==> config.mk <==
export PLATFORM = sky130hd
export DESIGN_NAME = luhn_check_prefix_class_top
export DESIGN_NICKNAME = d
export VERILOG_FILES = /design/src/design/lcpc_pkg.sv /design/src/design/lcpc_cell.sv /design/src/design/lcpc_reduce.sv /design/src/design/luhn_check_prefix_class_top.sv
export SDC_FILE = /design/constraint.sdc
export NUM_CORES = 1
export LEC_CHECK = 0
export BUFFER_PORTS_ARGS = -buffer_cell sky130_fd_sc_hd__buf_2
export CAP_MARGIN = 5
export CELL_PAD_IN_SITES_DETAIL_PLACEMENT = 1
export CELL_PAD_IN_SITES_GLOBAL_PLACEMENT = 1
export CORE_MARGIN = 2
export CORE_UTILIZATION = 49
export DETAILED_ROUTE_END_ITERATION = 8
export GPL_TIMING_DRIVEN = 1
export PLACE_DENSITY_LB_ADDON = 0.1
export SLEW_MARGIN = 20
export SYNTH_ARGS = -nofsm -noshare
export SYNTH_HDL_FRONTEND = slang
export SYNTH_SLANG_ARGS = --single-unit
==> constraint.sdc <==
create_clock -name i_clk -period 5.82 [get_ports i_clk]
set_input_delay 1.164 -clock i_clk [delete_from_list [all_inputs] [get_ports i_clk]]
set_output_delay 1.164 -clock i_clk [all_outputs]
set_load 0.005 [all_outputs]
==> src/design/lcpc_pkg.sv <==
// shared types, constants and helper functions for the card number checker
// no dependencies; used by every other file in the design folder
package lcpc_pkg;

    localparam int NUM_W         = 64;
    localparam int DIGITS        = 20;
    localparam int DIG_W         = 4;
    localparam int BITS_PER_STEP = 3;
    localparam int SH_W          = ((NUM_W + BITS_PER_STEP - 1) / BITS_PER_STEP) * BITS_PER_STEP;
    localparam int STEPS         = SH_W / BITS_PER_STEP;
    localparam int GROUP         = 4;
    localparam int NGROUPS       = DIGITS / GROUP;
    localparam int PART_W        = 6;
    localparam int SUM_W         = 8;

    localparam logic [1:0] CLASS_A       = 2'd0;
    localparam logic [1:0] CLASS_B       = 2'd1;
    localparam logic [1:0] CLASS_C       = 2'd2;
    localparam logic [1:0] CLASS_INVALID = 2'd3;

    typedef logic [DIGITS-1:0][DIG_W-1:0] t_digits;

    typedef struct packed {
        logic clr;
        logic step;
    } t_cell_ctl;

    typedef struct packed {
        logic [1:0] class_code;
        logic       checksum_ok;
        logic       card_accepted;
    } t_result;

    // luhn contribution of one bcd digit, doubled digits fold back above nine
    function automatic logic [DIG_W-1:0] luhn_term(input logic [DIG_W-1:0] d,
                                                    input logic dbl);
        logic [DIG_W:0] t;
        t = dbl ? {d, 1'b0} : {1'b0, d};
        if (t > 5'd9) begin
            t = t - 5'd9;
        end
        return t[DIG_W-1:0];
    endfunction

    // true when the digit sum is a multiple of ten
    function automatic logic is_mult10(input logic [SUM_W-1:0] s);
        logic hit;
        hit = 1'b0;
        for (int k = 0; k * 10 < (1 << SUM_W); k++) begin
            hit = hit | (s == SUM_W'(k * 10));
        end
        return hit;
    endfunction

endpackage

==> src/design/lcpc_cell.sv <==
// one bcd digit cell of the binary-to-decimal shift chain
// depends on lcpc_pkg; instantiated in a row by luhn_check_prefix_class_top
module lcpc_cell (
    input  logic                                i_clk,
    input  lcpc_pkg::t_cell_ctl                 i_ctl,
    input  logic [lcpc_pkg::BITS_PER_STEP-1:0]  i_bits,
    output logic [lcpc_pkg::BITS_PER_STEP-1:0]  o_bits,
    output logic [lcpc_pkg::DIG_W-1:0]          o_digit
);

    logic [lcpc_pkg::DIG_W-1:0] r_digit;
    logic [lcpc_pkg::DIG_W-1:0] n_digit;

    // several add-3-then-shift steps per clock while i_ctl.step is set, bit s comes from the lower cell's step s
    always_comb begin
        n_digit = r_digit;
        o_bits  = '0;
        for (int s = 0; s < lcpc_pkg::BITS_PER_STEP; s++) begin
            if (n_digit >= 4'd5) begin
                n_digit = n_digit + 4'd3;
            end
            o_bits[s] = n_digit[lcpc_pkg::DIG_W-1];
            n_digit   = {n_digit[lcpc_pkg::DIG_W-2:0], i_bits[s]};
        end
    end

    always_ff @(posedge i_clk) begin
        if (i_ctl.clr) begin
            r_digit <= '0;
        end else if (i_ctl.step) begin
            r_digit <= n_digit;
        end
    end

    assign o_digit = r_digit;

endmodule

==> src/design/lcpc_reduce.sv <==
// luhn digit sum over the bcd digits and leading-digit classing
// depends on lcpc_pkg; fed by the cell row in luhn_check_prefix_class_top
module lcpc_reduce (
    input  logic              i_clk,
    input  logic              i_en,
    input  lcpc_pkg::t_digits i_digits,
    output lcpc_pkg::t_result o_result
);

    logic [lcpc_pkg::NGROUPS-1:0][lcpc_pkg::PART_W-1:0] r_part;
    logic [lcpc_pkg::NGROUPS-1:0][lcpc_pkg::PART_W-1:0] n_part;
    logic [lcpc_pkg::SUM_W-1:0]                         w_sum;
    logic                                               w_ok;
    logic                                               w_z13;
    logic                                               w_z15;
    logic                                               w_z16;
    logic                                               w_cls_a;
    logic                                               w_cls_b;
    logic                                               w_cls_c;
    logic [1:0]                                         w_class;

    // first level: groups of four terms, odd positions from the right doubled
    always_comb begin
        for (int g = 0; g < lcpc_pkg::NGROUPS; g++) begin
            n_part[g] = '0;
            for (int j = 0; j < lcpc_pkg::GROUP; j++) begin
                n_part[g] = n_part[g] + lcpc_pkg::PART_W'(lcpc_pkg::luhn_term(
                    i_digits[g*lcpc_pkg::GROUP+j], 1'((g*lcpc_pkg::GROUP+j) % 2)));
            end
        end
    end

    always_ff @(posedge i_clk) begin
        if (i_en) begin
            r_part <= n_part;
        end
    end

    always_comb begin
        w_sum = '0;
        for (int g = 0; g < lcpc_pkg::NGROUPS; g++) begin
            w_sum = w_sum + lcpc_pkg::SUM_W'(r_part[g]);
        end
    end

    assign w_ok = lcpc_pkg::is_mult10(w_sum);

    // prefix tests straight on the decimal digits
    assign w_z16 = (i_digits[19:16] == '0);
    assign w_z15 = w_z16 && (i_digits[15] == 4'd0);
    assign w_z13 = w_z15 && (i_digits[14] == 4'd0) && (i_digits[13] == 4'd0);

    assign w_cls_a = w_z15 && (i_digits[14] == 4'd3)
                     && ((i_digits[13] == 4'd4) || (i_digits[13] == 4'd7));
    assign w_cls_b = w_z16 && (i_digits[15] == 4'd5)
                     && (i_digits[14] >= 4'd1) && (i_digits[14] <= 4'd5);
    assign w_cls_c = (w_z13 && (i_digits[12] == 4'd4))
                     || (w_z16 && (i_digits[15] == 4'd4));

    always_comb begin
        if (!w_ok) begin
            w_class = lcpc_pkg::CLASS_INVALID;
        end else if (w_cls_a) begin
            w_class = lcpc_pkg::CLASS_A;
        end else if (w_cls_b) begin
            w_class = lcpc_pkg::CLASS_B;
        end else if (w_cls_c) begin
            w_class = lcpc_pkg::CLASS_C;
        end else begin
            w_class = lcpc_pkg::CLASS_INVALID;
        end
    end

    assign o_result.class_code    = w_class;
    assign o_result.checksum_ok   = w_ok;
    assign o_result.card_accepted = (w_class != lcpc_pkg::CLASS_INVALID);

endmodule

==> src/design/luhn_check_prefix_class_top.sv <==
// Card number checker: one 64-bit account number per transfer in, one result per transfer out.
// The number is turned into 20 decimal digits by a row of digit cells that take three binary
// bits per clock in S_CONV, then S_RED registers the luhn terms summed in groups of four and
// S_FIN finishes the sum, the mod-10 test and the prefix class into the output register.
// An item passes through S_CONV, S_RED and S_FIN after its transfer; once S_FIN has loaded
// the output register, the block returns to S_IDLE and takes the next input even if that
// result is still waiting on the output side; it holds in S_FIN only while an older result
// has not been taken. Depends on lcpc_pkg, lcpc_cell and lcpc_reduce.
module luhn_check_prefix_class_top (
    input  logic                       i_clk,
    input  logic                       i_rst_n,
    input  logic                       i_valid,
    output logic                       o_stall,
    input  logic [lcpc_pkg::NUM_W-1:0] i_account_number,
    output logic                       o_valid,
    input  logic                       i_stall,
    output logic [1:0]                 o_class_code,
    output logic                       o_checksum_ok,
    output logic                       o_card_accepted
);

    localparam logic [1:0] S_IDLE = 2'd0;
    localparam logic [1:0] S_CONV = 2'd1;
    localparam logic [1:0] S_RED  = 2'd2;
    localparam logic [1:0] S_FIN  = 2'd3;
    localparam int         CNT_W  = $clog2(lcpc_pkg::STEPS);

    logic [1:0]                 r_state;
    logic [1:0]                 n_state;
    logic [CNT_W-1:0]           r_cnt;
    logic [lcpc_pkg::SH_W-1:0]  r_sh;
    logic                       r_o_valid;
    lcpc_pkg::t_result          r_out;
    logic                       w_in_xfer;
    logic                       w_load;
    lcpc_pkg::t_cell_ctl        w_ctl;
    lcpc_pkg::t_digits          w_digits;
    lcpc_pkg::t_result          w_result;
    logic [lcpc_pkg::BITS_PER_STEP-1:0] w_feed;
    logic [lcpc_pkg::BITS_PER_STEP-1:0] w_bits [lcpc_pkg::DIGITS+1];

    assign o_stall   = (r_state != S_IDLE);
    assign w_in_xfer = i_valid && !o_stall;
    assign w_load    = (r_state == S_FIN) && (!r_o_valid || !i_stall);

    assign w_ctl.clr  = w_in_xfer;
    assign w_ctl.step = (r_state == S_CONV);

    // lowest cell takes the msbs of the number first
    always_comb begin
        for (int s = 0; s < lcpc_pkg::BITS_PER_STEP; s++) begin
            w_feed[s] = r_sh[lcpc_pkg::SH_W-1-s];
        end
    end

    assign w_bits[0] = w_feed;

    for (genvar i = 0; i < lcpc_pkg::DIGITS; i++) begin : g_cell
        lcpc_cell u_cell (
            .i_clk   (i_clk),
            .i_ctl   (w_ctl),
            .i_bits  (w_bits[i]),
            .o_bits  (w_bits[i+1]),
            .o_digit (w_digits[i])
        );
    end

    lcpc_reduce u_reduce (
        .i_clk    (i_clk),
        .i_en     (r_state == S_RED),
        .i_digits (w_digits),
        .o_result (w_result)
    );

    always_comb begin
        n_state = r_state;
        unique case (r_state)
            S_IDLE: if (w_in_xfer) n_state = S_CONV;
            S_CONV: if (r_cnt == CNT_W'(lcpc_pkg::STEPS - 1)) n_state = S_RED;
            S_RED:  n_state = S_FIN;
            S_FIN:  if (w_load) n_state = S_IDLE;
            default: n_state = S_IDLE;
        endcase
    end

    always_ff @(posedge i_clk) begin
        if (!i_rst_n) begin
            r_state   <= S_IDLE;
            r_cnt     <= '0;
            r_o_valid <= 1'b0;
        end else begin
            r_state <= n_state;
            if (w_in_xfer) begin
                r_cnt <= '0;
            end else if (r_state == S_CONV) begin
                r_cnt <= r_cnt + 1'b1;
            end
            if (w_load) begin
                r_o_valid <= 1'b1;
            end else if (!i_stall) begin
                r_o_valid <= 1'b0;
            end
        end
    end

    always_ff @(posedge i_clk) begin
        if (w_in_xfer) begin
            r_sh <= lcpc_pkg::SH_W'(i_account_number);
        end else if (r_state == S_CONV) begin
            r_sh <= r_sh << lcpc_pkg::BITS_PER_STEP;
        end
        if (w_load) begin
            r_out <= w_result;
        end
    end

    assign o_valid         = r_o_valid;
    assign o_class_code    = r_out.class_code;
    assign o_checksum_ok   = r_out.checksum_ok;
    assign o_card_accepted = r_out.card_accepted;

    // twenty digits always hold a 64-bit value, nothing leaves the top cell
    a_no_overflow: assert property (@(posedge i_clk) disable iff (!i_rst_n)
        (r_state == S_CONV) |-> (w_bits[lcpc_pkg::DIGITS] == '0))
        else $error("digit chain overflow");

    a_rise_from_fin: assert property (@(posedge i_clk) disable iff (!i_rst_n)
        $rose(o_valid) |-> $past(r_state == S_FIN))
        else $error("result shown without finishing pass");

    a_accept_flag: assert property (@(posedge i_clk) disable iff (!i_rst_n)
        o_valid |-> (o_card_accepted == (o_class_code != lcpc_pkg::CLASS_INVALID)))
        else $error("accepted flag disagrees with class");

    a_bad_sum_invalid: assert property (@(posedge i_clk) disable iff (!i_rst_n)
        (o_valid && !o_checksum_ok) |-> (o_class_code == lcpc_pkg::CLASS_INVALID))
        else $error("class given to number with bad checksum");

    a_start_conv: assert property (@(posedge i_clk) disable iff (!i_rst_n)
        w_in_xfer |=> (r_state == S_CONV) && (r_cnt == '0))
        else $error("conversion did not start after input transfer");

endmodule
==> impl_metrics.env <==
export IMPL_clk_pin_slew_worst_paths_ns=0.08
export IMPL_drt_wirelength_per_cell_um=17.7
export IMPL_via_per_inst=5.77
export IMPL_cts_setup_buffers=0
export IMPL_setup_tns_ns=0
export IMPL_place_inst=2525
export IMPL_ys_warn_count=0
export IMPL_async_reset_ff_share_pct=0
export IMPL_multi_input_area_um2=11700
export IMPL_max_stage_delay_ns=0.42
export IMPL_areaGrowthSynthToFinish_pct=7.91
export IMPL_grt_max_degree=70
export IMPL_dpl_worst_slack_ns=0.907
export IMPL_timing_final_ws_setup_ns=0.842
export IMPL_drive_above_1_share_pct=8.54
export IMPL_critPathMostFrequentCell="inv_1"
export IMPL_grt_pass1_wl_um=75500
export IMPL_dp_hpwl_um=33800
export IMPL_critPathKind="register to register"
export IMPL_clockRootBuffer="clkbuf_16"
export IMPL_crit_arrival_ns=5.13
export IMPL_cap_violations=0
export IMPL_antenna_cells=0
export IMPL_ys_seq_elements=188
export IMPL_insertion_delay_ns=0.45
export IMPL_critPathCaptureType="register"
export IMPL_synth_cell_types=87
export IMPL_synth_area_um2=17400
export IMPL_seq_area_frac_synth_pct=27.2
export IMPL_final_cells=2557
export IMPL_relSlewSlack_pct=34.1
export IMPL_die_h_um=193
export IMPL_core_um2=35300
export IMPL_dieArea_um2=37100
export IMPL_rows=69
export IMPL_cts_resized=0
export IMPL_vias=14752
export IMPL_hold_viol=0
export IMPL_syn_inst=2045
export IMPL_syn_avg_cell_area_um2=8.53
export IMPL_cp_data_required_time_ns=5.98
export IMPL_postRouteAntennaNets=0
export IMPL_hold_path_class="register to register"
export IMPL_gp_congestion=0.809
export IMPL_regArea_um2=4740
export IMPL_finClkSkew_ns=0.0133
export IMPL_cp_cell_sequence="ha_1 > inv_1 > fa_1 > inv_1 > fa_1 > inv_1 > fa_1 > inv_1 > ha_1 > inv_1 > fa_1 > xor2_1 > nor2_1 > or2_1 > or4_1 > a311oi_1 > a311o_2 > o211ai_1"
export IMPL_drt_iter0_markers=603
export IMPL_grt_overflow=0
export IMPL_htreeDepth=4
export IMPL_antenna_found_initial=3
export IMPL_critPathLaunchType="register"
export IMPL_period_needed_ns=4.98
export IMPL_num_io_pins=74
export IMPL_hold_start="r_sh[62]$_DFFE_PP_"
export IMPL_reg2reg_from="u_reduce.r_part[0]$_DFFE_PP_"
export IMPL_grtUsageTotal_pct=25.1
export IMPL_drv_slew=0
export IMPL_fin_nets=2382
export IMPL_cp_slowest_cell="fa_1"
export IMPL_drt_first_pass_iters=6
export IMPL_numClockSinks=188
export IMPL_grt_pass1_vias=15375
export IMPL_cts_hold_buffers=0
export IMPL_synth_top_flop_cell="edfxtp_1"
export IMPL_die_x_um=193
export IMPL_setup_viol=0
export IMPL_status="completed"
export IMPL_drcViolationCount=0
export IMPL_initial_utilization_pct=49.4
export IMPL_port_buffers=73
export IMPL_crit_start="u_reduce.r_part[0]$_DFFE_PP_"
export IMPL_cts_tree="built"
export IMPL_cts_buffers=17
export IMPL_synth_edff_count=98
export IMPL_fin_crit_sh_pct=85.5
export IMPL_crit_path_max_fanout=7
export IMPL_syn_num_nets=2344
export IMPL_tightest_slew_ns=0.986
export IMPL_cts_path_max_buffers=2
export IMPL_n_fill_cell=4264
export IMPL_finalWirelength_um=45300
export IMPL_rsz0062_at_grt="false"
export IMPL_fmax_mhz=201
worst max-delay path, delay by kind of cell (launching register included):
family	cells	cell delay, ns
AO/OA/AOI/OAI	3	0.68
XOR/XNOR	1	0.42
adder cells (fa/ha/maj)	6	2.03
buffers and inverters	5	0.39
flip-flops	1	0.38
AND/OR/NAND/NOR	3	0.80
placed cells by master (no fill, tap or decap), types with 17 or more instances in the layout:
master,count
and2_1,17
xnor2_1,77
o21ai_0,94
a211o_1,17
clkbuf_16,17
inv_1,200
a21o_1,33
dfxtp_1,90
o211ai_1,20
o21ai_1,17
and3_1,18
nor3b_1,32
edfxtp_1,98
a21oi_1,110
a211oi_1,43
nand2_1,264
nor2_1,115
mux2i_1,65
nand2b_1,70
fa_1,43
ha_1,187
nor2b_1,25
buf_2,73
nand3_1,51
nor3_1,19
state kept, by name, indices dropped and copies added (netlist names):
register / flops
o_card_accepted: 1
g_cell.u_cell.o_digit: 80
o_class_code: 2
r_state: 2
r_cnt: 5
o_valid: 1
u_reduce.r_part: 30
r_sh: 66
o_checksum_ok: 1
cells by family after synthesis:
kind of cell	synth area share, %
AOI/OAI and AO/OA	18.8
xor gates and xnor gates	4.94
and+or+nand+nor	19.2
buffers and inverters	6.10
adders and majority gates	18.4
DFF	27.2
muxes	5.29
area by class of cell:
| class | instances | area share, % |
|---|---|---|
| clock buffers | 20 | 2.43 |
| repair buffers | 84 | 2.38 |
| clock inverters | 12 | 0.718 |
| inverters | 212 | 4.23 |
| multi-input cells | 1580 | 62.0 |
| well taps | 461 | 3.06 |
| flip-flops and latches | 188 | 25.2 |
worst paths after layout:
kind / endpoint / cells after the start / slack [ns]
setup / recovery: o_class_code[0]$_DFFE_PP_ / 18 / 0.84
hold / removal: r_sh[65]$_SDFFE_PP0P_ / 2 / 0.49
setup reg to reg: o_class_code[0]$_DFFE_PP_ / 18 / 0.84
hold reg to reg: r_sh[65]$_SDFFE_PP0P_ / 2 / 0.49
metrics by stage:
step / utilization (%) / instance area (um^2) / hold WS (ns)
floorplan: - / 17400 / 0.456
global placement: 51.6 / 18200 / 0.473
detailed placement: 51.6 / 18200 / 0.484
CTS: 53.3 / 18800 / 0.494
global route: 53.3 / 18800 / 0.516
finish: 53.3 / 18800 / 0.494
layer usage:
metal,GRT usage (%),part of all wire (%)
met5,0,0.035
met3,3.55,3.2
met1,31.9,46
met4,6.96,2.0
met2,44.3,49
cell usage after synthesis (all sizes together) (10+ instances only):
master / number / area [um^2]
buf: 14 / 75.1
nor3: 19 / 95.1
a211oi: 43 / 323
inv: 210 / 788
fa: 43 / 861
a21o: 33 / 248
mux2: 18 / 218
ha: 188 / 2350
o211ai: 20 / 150
and2: 17 / 106
a21boi: 13 / 97.6
and3: 18 / 113
nor2b: 25 / 156
dfxtp: 90 / 1800
nor2: 117 / 439
nand4b: 10 / 87.6
o21a: 14 / 105
nand3: 51 / 255
a211o: 17 / 149
mux2i: 69 / 706
nand2: 265 / 995
xnor2: 78 / 691
nor3b: 32 / 240
xor2: 16 / 148
clkbuf: 51 / 193
nand4: 15 / 93.8
nand2b: 72 / 455
o311ai: 17 / 149
a21oi: 121 / 662
o21ai: 111 / 556
edfxtp: 98 / 2940
Power is left out: the tool's default activity adds up to more than one toggle a clock period on the data nets, which glitch-free logic cannot reach.
